$ cat src/sv/btok_pkg.sv
package btok_pkg;

  localparam int unsigned POSITION_WIDTH_DEF = 16;
  localparam int unsigned LENGTH_WIDTH_DEF   = 16;
  localparam int unsigned FIELD_WIDTH        = 16;
  localparam int unsigned TOKEN_FIFO_DEPTH   = 4;

  localparam logic [7:0] CHAR_NEWLINE   = 8'h0A;
  localparam logic [7:0] CHAR_TAB       = 8'h09;
  localparam logic [7:0] CHAR_CR        = 8'h0D;
  localparam logic [7:0] CHAR_SPACE     = 8'h20;
  localparam logic [7:0] CHAR_OPEN      = 8'h5B;
  localparam logic [7:0] CHAR_CLOSE     = 8'h5D;
  localparam logic [7:0] CHAR_QUOTE     = 8'h22;
  localparam logic [7:0] CHAR_BACKSLASH = 8'h5C;
  localparam logic [7:0] CHAR_N         = 8'h6E;
  localparam logic [7:0] CHAR_R         = 8'h72;
  localparam logic [7:0] CHAR_T         = 8'h74;
  localparam logic [7:0] CHAR_ZERO      = 8'h30;
  localparam logic [7:0] CHAR_NINE      = 8'h39;

  typedef logic [FIELD_WIDTH-1:0] field_t;

  typedef enum logic [2:0] {
    KIND_EOF     = 3'd0,
    KIND_OPEN    = 3'd1,
    KIND_CLOSE   = 3'd2,
    KIND_INTEGER = 3'd3,
    KIND_STRING  = 3'd4,
    KIND_WORD    = 3'd5,
    KIND_ERROR   = 3'd6
  } token_kind_e;

  typedef enum logic [1:0] {
    ERR_NONE         = 2'd0,
    ERR_UNTERMINATED = 2'd1,
    ERR_BAD_ESCAPE   = 2'd2
  } error_code_e;

  typedef struct packed {
    logic [7:0] char_code;
    logic       end_of_text;
  } in_word_t;

  typedef struct packed {
    token_kind_e token_kind;
    error_code_e error_code;
    field_t      first_line;
    field_t      first_column;
    field_t      start_offset;
    field_t      token_length;
    logic        last_result;
  } out_word_t;

  typedef struct packed {
    logic [1:0] count;
    out_word_t  first;
    out_word_t  second;
  } token_pair_t;

endpackage

$ cat src/sv/btok_lexer.sv
module btok_lexer #(
  parameter int unsigned POSITION_WIDTH = btok_pkg::POSITION_WIDTH_DEF,
  parameter int unsigned LENGTH_WIDTH   = btok_pkg::LENGTH_WIDTH_DEF
) (
  input  logic                  clk_i,
  input  logic                  rst_ni,
  input  logic                  accept_i,
  input  btok_pkg::in_word_t    in_word_i,
  output btok_pkg::token_pair_t tok_pair_o
);

  typedef enum logic [2:0] {
    MODE_IDLE    = 3'd0,
    MODE_INTEGER = 3'd1,
    MODE_STRING  = 3'd2,
    MODE_ESCAPE  = 3'd3,
    MODE_WORD    = 3'd4
  } mode_e;

  typedef logic [POSITION_WIDTH-1:0] pos_t;
  typedef logic [LENGTH_WIDTH-1:0]   len_t;

  function automatic pos_t sat_pos(input pos_t v);
    return (v == {POSITION_WIDTH{1'b1}}) ? v : v + pos_t'(1);
  endfunction

  function automatic len_t sat_len(input len_t v);
    return (v == {LENGTH_WIDTH{1'b1}}) ? v : v + len_t'(1);
  endfunction

  function automatic btok_pkg::out_word_t make_tok(input btok_pkg::token_kind_e kind,
                                                   input btok_pkg::error_code_e err,
                                                   input pos_t line, input pos_t col,
                                                   input pos_t off, input len_t len);
    btok_pkg::out_word_t t;
    t.token_kind   = kind;
    t.error_code   = err;
    t.first_line   = btok_pkg::field_t'(line);
    t.first_column = btok_pkg::field_t'(col);
    t.start_offset = btok_pkg::field_t'(off);
    t.token_length = btok_pkg::field_t'(len);
    t.last_result  = 1'b0;
    return t;
  endfunction

  mode_e mode_q, mode_d;
  pos_t  line_q, line_d, col_q, col_d, off_q, off_d;
  pos_t  tline_q, tline_d, tcol_q, tcol_d, toff_q, toff_d;
  len_t  len_q, len_d;

  logic [7:0] c;
  logic       eot, is_space, is_digit, is_bracket, is_quote, is_nl, is_escape_ok;
  pos_t       adv_line, adv_col, adv_off;
  logic       pre_v, main_v, relex;
  btok_pkg::out_word_t pre_tok, main_tok;

  assign c   = in_word_i.char_code;
  assign eot = in_word_i.end_of_text;

  assign is_nl        = (c == btok_pkg::CHAR_NEWLINE);
  assign is_space     = (c == btok_pkg::CHAR_SPACE) ||
                        ((c >= btok_pkg::CHAR_TAB) && (c <= btok_pkg::CHAR_CR));
  assign is_digit     = (c >= btok_pkg::CHAR_ZERO) && (c <= btok_pkg::CHAR_NINE);
  assign is_bracket   = (c == btok_pkg::CHAR_OPEN) || (c == btok_pkg::CHAR_CLOSE);
  assign is_quote     = (c == btok_pkg::CHAR_QUOTE);
  assign is_escape_ok = (c == btok_pkg::CHAR_N) || (c == btok_pkg::CHAR_R) ||
                        (c == btok_pkg::CHAR_T) || is_quote ||
                        (c == btok_pkg::CHAR_BACKSLASH);

  assign adv_line = is_nl ? sat_pos(line_q) : line_q;
  assign adv_col  = is_nl ? pos_t'(1) : sat_pos(col_q);
  assign adv_off  = sat_pos(off_q);

  always_comb begin
    mode_d   = mode_q;
    line_d   = line_q;
    col_d    = col_q;
    off_d    = off_q;
    tline_d  = tline_q;
    tcol_d   = tcol_q;
    toff_d   = toff_q;
    len_d    = len_q;
    pre_v    = 1'b0;
    main_v   = 1'b0;
    relex    = 1'b0;
    pre_tok  = '0;
    main_tok = '0;
    if (eot) begin
      unique case (mode_q)
        MODE_INTEGER: begin
          pre_v   = 1'b1;
          pre_tok = make_tok(btok_pkg::KIND_INTEGER, btok_pkg::ERR_NONE,
                             tline_q, tcol_q, toff_q, len_q);
        end
        MODE_WORD: begin
          pre_v   = 1'b1;
          pre_tok = make_tok(btok_pkg::KIND_WORD, btok_pkg::ERR_NONE,
                             tline_q, tcol_q, toff_q, len_q);
        end
        MODE_STRING, MODE_ESCAPE: begin
          pre_v   = 1'b1;
          pre_tok = make_tok(btok_pkg::KIND_ERROR, btok_pkg::ERR_UNTERMINATED,
                             tline_q, tcol_q, toff_q, '0);
        end
        default: ;
      endcase
      main_v   = 1'b1;
      main_tok = make_tok(btok_pkg::KIND_EOF, btok_pkg::ERR_NONE,
                          line_q, col_q, off_q, '0);
      mode_d   = MODE_IDLE;
    end else begin
      unique case (mode_q)
        MODE_INTEGER: begin
          if (is_digit) begin
            len_d  = sat_len(len_q);
            line_d = adv_line;
            col_d  = adv_col;
            off_d  = adv_off;
          end else begin
            pre_v   = 1'b1;
            pre_tok = make_tok(btok_pkg::KIND_INTEGER, btok_pkg::ERR_NONE,
                               tline_q, tcol_q, toff_q, len_q);
            relex   = 1'b1;
          end
        end
        MODE_WORD: begin
          if (!(is_space || is_bracket || is_quote)) begin
            len_d  = sat_len(len_q);
            line_d = adv_line;
            col_d  = adv_col;
            off_d  = adv_off;
          end else begin
            pre_v   = 1'b1;
            pre_tok = make_tok(btok_pkg::KIND_WORD, btok_pkg::ERR_NONE,
                               tline_q, tcol_q, toff_q, len_q);
            relex   = 1'b1;
          end
        end
        MODE_STRING: begin
          len_d  = sat_len(len_q);
          line_d = adv_line;
          col_d  = adv_col;
          off_d  = adv_off;
          if (is_quote) begin
            pre_v   = 1'b1;
            pre_tok = make_tok(btok_pkg::KIND_STRING, btok_pkg::ERR_NONE,
                               tline_q, tcol_q, toff_q, sat_len(len_q));
            mode_d  = MODE_IDLE;
          end else if (c == btok_pkg::CHAR_BACKSLASH) begin
            mode_d = MODE_ESCAPE;
          end
        end
        MODE_ESCAPE: begin
          if (is_escape_ok) begin
            len_d  = sat_len(len_q);
            line_d = adv_line;
            col_d  = adv_col;
            off_d  = adv_off;
            mode_d = MODE_STRING;
          end else begin
            pre_v   = 1'b1;
            pre_tok = make_tok(btok_pkg::KIND_ERROR, btok_pkg::ERR_BAD_ESCAPE,
                               tline_q, tcol_q, toff_q, '0);
            relex   = 1'b1;
          end
        end
        default: relex = 1'b1;
      endcase
      if (relex) begin
        mode_d = MODE_IDLE;
        line_d = adv_line;
        col_d  = adv_col;
        off_d  = adv_off;
        if (is_bracket) begin
          main_v   = 1'b1;
          main_tok = make_tok((c == btok_pkg::CHAR_OPEN) ? btok_pkg::KIND_OPEN
                                                         : btok_pkg::KIND_CLOSE,
                              btok_pkg::ERR_NONE, line_q, col_q, off_q, len_t'(1));
        end else if (!is_space) begin
          tline_d = line_q;
          tcol_d  = col_q;
          toff_d  = off_q;
          len_d   = len_t'(1);
          if (is_digit) begin
            mode_d = MODE_INTEGER;
          end else if (is_quote) begin
            mode_d = MODE_STRING;
          end else begin
            mode_d = MODE_WORD;
          end
        end
      end
    end
  end

  always_comb begin
    tok_pair_o = '0;
    if (accept_i) begin
      if (pre_v && main_v) begin
        tok_pair_o.count              = 2'd2;
        tok_pair_o.first              = pre_tok;
        tok_pair_o.second             = main_tok;
        tok_pair_o.second.last_result = 1'b1;
      end else if (pre_v) begin
        tok_pair_o.count             = 2'd1;
        tok_pair_o.first             = pre_tok;
        tok_pair_o.first.last_result = 1'b1;
      end else if (main_v) begin
        tok_pair_o.count             = 2'd1;
        tok_pair_o.first             = main_tok;
        tok_pair_o.first.last_result = 1'b1;
      end
    end
  end

  always_ff @(posedge clk_i or negedge rst_ni) begin
    if (!rst_ni) begin
      mode_q  <= MODE_IDLE;
      line_q  <= pos_t'(1);
      col_q   <= pos_t'(1);
      off_q   <= '0;
      tline_q <= pos_t'(1);
      tcol_q  <= pos_t'(1);
      toff_q  <= '0;
      len_q   <= '0;
    end else if (accept_i) begin
      mode_q  <= mode_d;
      line_q  <= line_d;
      col_q   <= col_d;
      off_q   <= off_d;
      tline_q <= tline_d;
      tcol_q  <= tcol_d;
      toff_q  <= toff_d;
      len_q   <= len_d;
    end
  end

endmodule

$ cat src/sv/btok_token_fifo.sv
module btok_token_fifo (
  input  logic                  clk_i,
  input  logic                  rst_ni,
  input  btok_pkg::token_pair_t push_i,
  output logic                  room_o,
  output logic                  out_valid_o,
  input  logic                  out_ready_i,
  output btok_pkg::out_word_t   out_word_o
);

  localparam int unsigned Depth = btok_pkg::TOKEN_FIFO_DEPTH;
  localparam int unsigned PtrW  = $clog2(Depth);
  localparam int unsigned CntW  = $clog2(Depth + 1);

  btok_pkg::out_word_t mem_q [Depth];
  logic [PtrW-1:0] wr_ptr_q, wr_ptr_d, rd_ptr_q, rd_ptr_d;
  logic [CntW-1:0] count_q, count_d;
  logic            pop;

  assign out_valid_o = (count_q != '0);
  assign out_word_o  = mem_q[rd_ptr_q];
  assign pop         = out_valid_o && out_ready_i;
  assign room_o      = (count_q <= CntW'(Depth - 2));

  always_comb begin
    wr_ptr_d = wr_ptr_q + PtrW'(push_i.count);
    rd_ptr_d = rd_ptr_q + PtrW'(pop);
    count_d  = count_q + CntW'(push_i.count) - CntW'(pop);
  end

  always_ff @(posedge clk_i) begin
    if (push_i.count != 2'd0) begin
      mem_q[wr_ptr_q] <= push_i.first;
    end
    if (push_i.count == 2'd2) begin
      mem_q[wr_ptr_q + PtrW'(1)] <= push_i.second;
    end
  end

  always_ff @(posedge clk_i or negedge rst_ni) begin
    if (!rst_ni) begin
      wr_ptr_q <= '0;
      rd_ptr_q <= '0;
      count_q  <= '0;
    end else begin
      wr_ptr_q <= wr_ptr_d;
      rd_ptr_q <= rd_ptr_d;
      count_q  <= count_d;
    end
  end

endmodule

$ cat src/sv/bracket_word_tokenizer_unit.sv
// Byte-serial tokenizer for bracketed text.
// Input channel (in_valid_i/in_ready_o/in_word_i): one text byte per word, or
// an end-of-text marker. Output channel (out_valid_o/out_ready_i/out_word_o):
// one token per word with kind, error code, start line/column/offset, length
// and a last_result flag on the final token caused by an input word.
// Each accepted byte updates the registered lexer state and pushes zero, one
// or two tokens into a four-entry token queue. A token is registered in the
// queue when its byte is accepted, and out_valid_o is high in the cycle after
// any push. The input takes one byte per cycle while the queue holds at most
// two tokens; the queue has a single read port, so bytes that cause two tokens
// can fill it faster than it drains, and in_ready_o then holds the input back.
// When the receiver stalls, tokens wait in the queue and in_ready_o drops once
// more than two are pending; nothing is lost.
// Reset clears the queue and returns the lexer to idle at line 1, column 1,
// offset 0. After an end-of-text marker the position counters carry on.
module bracket_word_tokenizer_unit #(
  parameter int unsigned POSITION_WIDTH = btok_pkg::POSITION_WIDTH_DEF,
  parameter int unsigned LENGTH_WIDTH   = btok_pkg::LENGTH_WIDTH_DEF
) (
  input  logic                clk_i,
  input  logic                rst_ni,
  input  logic                in_valid_i,
  output logic                in_ready_o,
  input  btok_pkg::in_word_t  in_word_i,
  output logic                out_valid_o,
  input  logic                out_ready_i,
  output btok_pkg::out_word_t out_word_o
);

  logic                  in_accept;
  btok_pkg::token_pair_t tok_pair;

  assign in_accept = in_valid_i && in_ready_o;

  btok_lexer #(
    .POSITION_WIDTH(POSITION_WIDTH),
    .LENGTH_WIDTH  (LENGTH_WIDTH)
  ) u_lexer (
    .clk_i     (clk_i),
    .rst_ni    (rst_ni),
    .accept_i  (in_accept),
    .in_word_i (in_word_i),
    .tok_pair_o(tok_pair)
  );

  btok_token_fifo u_fifo (
    .clk_i      (clk_i),
    .rst_ni     (rst_ni),
    .push_i     (tok_pair),
    .room_o     (in_ready_o),
    .out_valid_o(out_valid_o),
    .out_ready_i(out_ready_i),
    .out_word_o (out_word_o)
  );

`ifndef SYNTHESIS
  a_no_push_idle: assert property (@(posedge clk_i) disable iff (!rst_ni)
    !in_accept |-> tok_pair.count == 2'd0)
    else $error("tokens pushed without an accepted word");

  a_pair_count: assert property (@(posedge clk_i) disable iff (!rst_ni)
    tok_pair.count != 2'd3)
    else $error("more than two tokens from one word");

  a_eot_emits: assert property (@(posedge clk_i) disable iff (!rst_ni)
    in_accept && in_word_i.end_of_text |-> tok_pair.count != 2'd0)
    else $error("end of text gave no token");

  a_last_flag: assert property (@(posedge clk_i) disable iff (!rst_ni)
    tok_pair.count == 2'd2 |-> tok_pair.second.last_result && !tok_pair.first.last_result)
    else $error("last_result misplaced in token pair");

  a_out_after_push: assert property (@(posedge clk_i) disable iff (!rst_ni)
    tok_pair.count != 2'd0 |=> out_valid_o)
    else $error("pushed token not visible");
`endif

endmodule
$ cat config.mk
export PLATFORM = sky130hd
export DESIGN_NAME = bracket_word_tokenizer_unit
export DESIGN_NICKNAME = d
export VERILOG_FILES = /design/src/sv/btok_pkg.sv /design/src/sv/btok_lexer.sv /design/src/sv/btok_token_fifo.sv /design/src/sv/bracket_word_tokenizer_unit.sv
export SDC_FILE = /design/constraint.sdc
export NUM_CORES = 1
export LEC_CHECK = 0
export BUFFER_PORTS_ARGS = -buffer_cell sky130_fd_sc_hd__clkbuf_2
export CAP_MARGIN = 20
export CORE_MARGIN = 2
export CORE_UTILIZATION = 55
export CTS_BUF_LIST = sky130_fd_sc_hd__clkbuf_2
export DETAILED_ROUTE_END_ITERATION = 7
export GPL_TIMING_DRIVEN = 0
export HOLD_SLACK_MARGIN = 0.12
export PLACE_DENSITY = 0.72
export SLEW_MARGIN = 20
export SYNTH_ARGS = -nofsm -noshare
export SYNTH_HDL_FRONTEND = slang
export SYNTH_SLANG_ARGS = --single-unit
$ cat constraint.sdc
create_clock -name clk_i -period 10.5 [get_ports clk_i]
set_input_delay 3.15 -clock clk_i [delete_from_list [all_inputs] [get_ports clk_i]]
set_output_delay 3.15 -clock clk_i [all_outputs]
set_load 0.05 [all_outputs]
After elaboration in Yosys (flattened, before gate mapping)
Memories as Yosys holds them, arrays and structs flattened.
Index checks and enable logic that the tools add are counted.
Cells by class
  add/sub/neg operators: 9
  magnitude comparators: 5
  equal/unequal tests: 23
  multiplexer cells: 70
  bitwise operators: 3
  reductions and logical operators: 23
Operator list (count)
  70-bit two-way mux: 8
  16-bit two-way mux: 24
  70-bit case mux with 4 select lines: 1
  16-bit case mux with 4 select lines: 4
  70-bit case mux with 3 select lines: 1
  72-bit two-way mux: 2
  142-bit two-way mux: 1
  71-bit two-way mux: 1
  69-bit two-way mux: 1
  16-bit by 1-bit adder with 16-bit output (second input constant): 4
  16-bit == test (second input constant): 4
  8-bit by 7-bit == test with 1-bit output (second input constant): 6
  3-bit two-way mux: 9
  8-bit by 6-bit == test with 1-bit output (second input constant): 2
  1-bit two-way mux: 14
  8-bit by 4-bit == test with 1-bit output (second input constant): 1
  8-bit by 4-bit >= comparator with 1-bit output (second input constant): 1
  8-bit by 6-bit >= comparator with 1-bit output (second input constant): 1
  8-bit by 4-bit <= comparator with 1-bit output (second input constant): 1
  8-bit by 6-bit <= comparator with 1-bit output (second input constant): 1
  1-bit logical OR: 8
  1-bit case mux with 4 select lines: 2
  3-bit by 2-bit == test with 1-bit output (second input constant): 2
  3-bit by 1-bit != test with 1-bit output (second input constant): 2
  other kinds (26): 32
Storage, ports and cells
  bits in registers: 122
  RAM bits: 280
  bits of input ports: 13
  output and inout port bits: 72
  word-level logic and storage cells: 145
  memories kept: 1
Memory list
  u_fifo.mem_q: depth 4, bits a word 70, read ports 1, clocked after Yosys merged registers in 0, wr ports 2, RTL line btok_token_fifo.sv:15  | btok_pkg::out_word_t mem_q [Depth];

Longest topological paths before layout
  depth after elaboration: 17
  depth in mapped cells: 19
  gate-level depth less buffers: 13

By module
Synthesis repeated with hierarchy kept, for this count alone.
Second synthesis, totals
  cells, all modules: 1509
  area total of the unflattened synthesis: 21389.3 sq um
Modules (own cells, without submodules)
  btok_token_fifo: instances 1, cells an instance 720, area an instance 13884.6 sq um, seq. area each 8583.2 sq um
  btok_lexer: instances 1, cells an instance 788, area an instance 7498.4 sq um, seq. area each 2882.8 sq um
  bracket_word_tokenizer_unit: instances 1, cells an instance 1, area an instance 6.3 sq um, seq. area each 0.0 sq um

Worst setup path after synthesis
OpenSTA, ideal clock, no wires.
  path kind: input to register
  start point: input port in_word_i[1] in the netlist's numbering
  end point: memory u_fifo.mem_q[0][0] in the netlist's numbering (enable)
  library setup time: 0.406 ns
  arrival time: 7.180 ns
  data required time: 10.094 ns
  path slack: 2.914 ns
  stages on the path: 15
  path buffers: 5
  cell sequence: buf_6 > or4_4 > nor2_4 > a22oi_2 > nand3_4 > a21o_1 > buf_2 > buf_2 > ha_1 > clkbuf_1 > nand3_1 > nor2_1 > a31oi_1 > clkbuf_1 > inv_1
RTL lines
  start: declaration: RTL line bracket_word_tokenizer_unit.sv:24  | input btok_pkg::in_word_t in_word_i,
  end: declaration: RTL line btok_token_fifo.sv:15

==> results.txt <==
----------------------------------------------------
[Setup path]
  CP Class ... input pin to flop
  CP Capture Type ... flop
  CP startpoint kind ... input pin
  Arrival time at the worst endpoint ... 8290 ps
  Required time at the worst-slack endpoint ... 11190 ps
  Maximum fanout encountered on the critical timing path ... 28

[Worst hold path]
  Min-Delay Path Class ... flop to flop

[Clock network]
  Post-CTS Hold Buffers ... 0
  Clock Pin Slew Worst Setup and Hold Paths ... 100 ps
  Clock buffer count from CTS ... 101
  Longest Clk Path Bufs ... 3
  Post-CTS resize count ... 0
  Clock insertion delay at the later pin of the skew report ... 1050 ps
  Number of setup buffers added after CTS ... 0
  H-tree levels ... 3
  Master cell of the clock root buffer ... clkbuf_2
  CTS tree ... built
  Sinks on Clock Net ... 402

[Placed design]
  Placed cell count ... 2134
  Half-perimeter wire length after placement ... 38.25 mm
  Weighted congestion reported at the end of routability-driven placement ... 0.9386
  Port Buffer Count ... 83
  Instance area at placement ... 21150 µm²

[Synth]
  Post-Synthesis Cells ... 1585
  Post-synthesis register bit count ... 402
  Net count after synthesis ... 1609
  Post-synth EDFFs ... 208
  Dominant cells by area after synthesis ... edfxtp_1, dfrtp_1, a32o_1
  Post-synth top flop ... edfxtp_1
  Top-area cell type share of the netlist area ... 0.3118
  Proportion of synthesized chip area in sequential cells ... 0.5364
  Syn Area/Cell ... 12.64 µm²
  Biggest area consumer among synthesized cells ... edfxtp_1
  Synth warnings ... 0
  Post-Synthesis Cell Area ... 20030 µm²
  Count of unique library cells instantiated by Yosys ... 85
  Async SR Flop Fraction ... 0.3035

[Die]
  Die Y ... 194.9 µm
  Die width ... 194.9 µm
  Row count ... 69
  Starting utilization of the core area ... 0.5605
  Number of top-level pins ... 85
  Die Outline Area ... 37970 µm²
  Core outline area ... 35740 µm²

[GRT]
  GR Overflow Total ... 0
  Antenna violations before repair ... 2
  Total Routing Usage GR ... 0.3037
  Vias in the first global route ... 15570
  Global-route wire length before repair ... 89.13 mm
  Maximum number of pins on one net before global-route repair ... 72

[Power and ir drop]
  Power density relative to cell area ... 223.1 nW/µm²
  Worst voltage drop across the vdd grid ... 0.2277 mV
  Leakage power of the design ... 8.382 nW

[Final layout]
  Post-route cell area ... 22090 µm²
  Share of final-layout standard cells stronger than drive strength 1 ... 0.2448
  Relative area change from synthesis to final layout ... 10.29%
  Net count of the finished layout ... 1800
  Final standard cell utilization of the core ... 0.6181
  Number of cells in the finished layout apart from fillers ... 2323

[Timing]
  Worst slew pin tran ... 1014 ps
  Final Max Tran Viols ... 0
  Final setup TNS ... 0 ps
  Relative slew slack ... 0.3177
  Peak Freq ... 0.1315 GHz
  Maximum clock skew at final layout ... 69.17 ps
  Unrepaired setup endpoints after global routing ... false
  Final Hold Viols ... 0
  Share of the clock period used by the worst path after layout ... 0.7240
  Hold_ws ... 456.6 ps
  Final worst path period need ... 7602 ps
  Final setup vio count ... 0

[Routing]
  Routed len/inst ... 24.69 µm
  Detailed-route via count ... 15890
  Routed Wire Length ... 57.35 mm
  Vias per cell ... 6.840
  DRC ... 0
  Number of nets with antenna violations after detailed routing ... 0
  Violation count after the first detailed-route iteration ... 1524
  TritonRoute pass-1 iters ... 7

[Outcome]
  Result of the run ... complete, no violations

[Run]
  # Max-Cap Violations ... 0

----------------------------------------------------
-- sequential cells by signal, indices dropped and copies added, names as in the netlist, 16 cells and up --
signal / flops
u_lexer.tcol_q: 16
u_lexer.line_q: 16
u_fifo.mem_q: 280
u_lexer.col_q: 16
u_lexer.off_q: 16
u_lexer.tline_q: 16
u_lexer.len_q: 16
u_lexer.toff_q: 16
-- layout make-up --
cell class,count,area (µm²)
Fill cell,2907,13650
Sequential cell,402,10750
Multi-Input combinational cell,978,8344
Buffer,181,855.8
Clock buffer,155,775.7
Tap cell,461,576.8
Timing Repair Buffer,88,531.8
Clock inverter,31,156.4
Inverter,24,100.1
Antenna cell,3,7.507
-- cell usage in the layout, fill, tap and decap left out, types with 9 or more instances in the layout --
cell / Yosys / layout
clkbuf_2: 2 / 241
edfxtp_1: 208 / 208
a32o_1: 193 / 193
dfrtp_1: 118 / 118
clkbuf_1: 104 / 103
nand2_1: 91 / 91
dfxtp_1: 72 / 72
mux4_2: 70 / 70
and3_1: 62 / 62
nor2_1: 55 / 55
o21ai_0: 49 / 49
nand3_1: 47 / 47
a22o_1: 40 / 40
buf_2: 38 / 38
mux2_2: 33 / 33
nand4_1: 29 / 29
xnor2_1: 29 / 29
nor3_1: 28 / 28
a21oi_1: 26 / 26
clkinv_1: 0 / 21
inv_1: 24 / 20
mux2_1: 17 / 17
xor2_1: 15 / 15
buf_1: 15 / 14
o21ai_1: 12 / 12
buf_6: 11 / 11
buf_4: 11 / 11
ha_1: 10 / 10
a21o_1: 9 / 9
o211ai_1: 9 / 9
o2bb2ai_1: 9 / 9
and4_1: 9 / 9
-- power by group --
group          internal, mW  switching [mW]  leakage, nW
combinational         0.562            1.40         3.54
sequential             1.82          0.0732         4.12
clock                 0.417           0.658        0.722
total                  2.80            2.13         8.38
-- per-layer routing --
metal	routed length, µm	vias to the layer above	track usage	share of wire
met3	5910	184	0.07253	0.10
met2	26440	982	0.4679	0.46
li1	-	6802	-	-
met1	23060	7920	0.4158	0.40
met4	1922	2	0.1275	0.034
met5	10	-	0	0.00017
-- cells in the mapped netlist, types with 8 or more instances --
| library cell | n |
|---|---|
| ha_1 | 10 |
| buf_1 | 15 |
| nand3_1 | 47 |
| a22o_1 | 40 |
| o21ai_0 | 49 |
| buf_4 | 11 |
| a21oi_1 | 26 |
| nand2_1 | 91 |
| nor3_1 | 28 |
| and3_1 | 62 |
| a32o_1 | 193 |
| or4_1 | 8 |
| xor2_1 | 15 |
| edfxtp_1 | 208 |
| dfrtp_1 | 118 |
| o211ai_1 | 9 |
| xnor2_1 | 29 |
| dfxtp_1 | 72 |
| a21o_1 | 9 |
| mux2_2 | 33 |
| mux2_1 | 17 |
| inv_1 | 24 |
| buf_2 | 38 |
| and4_1 | 9 |
| mux4_2 | 70 |
| o2bb2ai_1 | 9 |
| o21ai_1 | 12 |
| buf_6 | 11 |
| clkbuf_1 | 104 |
| nor2_1 | 55 |
| nand4_1 | 29 |
-- final timing paths --
path                       cells after the start             endpoint  slack, ps          startpoint
setup / recovery                              16  u_fifo.mem_q[0][51]       2900        in_word_i[4]
setup reg to reg                              17  u_fifo.mem_q[0][51]       4730   u_lexer.mode_q[1]
hold reg to reg                                2   u_fifo.mem_q[3][6]        460  u_fifo.mem_q[3][6]
min in group asynchronous                      1    u_fifo.count_q[2]       2040              rst_ni
hold / removal                                 2   u_fifo.mem_q[3][6]        460  u_fifo.mem_q[3][6]
max in group asynchronous                      2     u_lexer.col_q[0]       7690              rst_ni
-- cells by family (layout without fill, tap and decap cells) --
kind of cell,Yosys count,in the layout,share of synthesized area
simple gates,392,392,0.1092
other cells,0,3,0
compound gates,406,406,0.1716
fa+ha+maj,11,11,0.007245
xor+xnor,44,44,0.01924
mux,125,125,0.1093
buf+inv,205,479,0.04709
flops,402,402,0.5364
-- through the flow --
stage | setup slack, ps | power, mW
final | 2898 | 4.928
after global routing | 2570 | 5.143
after CTS | 3080 | 4.932
after detailed placement | 1941 | 3.869
after global placement | 578.3 | 3.835
after floorplan | 2914 | 3.322
-- worst max-delay path: stages --
cell	delay (ps)
clkbuf_2	160
clkbuf_1	350
a21boi_0	380
nand4_2	320
nand3_4	240
a21o_1	240
buf_2	300
buf_2	340
ha_1	190
clkbuf_1	340
nand3_1	290
nor2_1	420
a31oi_1	400
clkbuf_1	390
inv_4	440
buf_12	290
No activity file was read; power rests on OpenSTA's default activity.
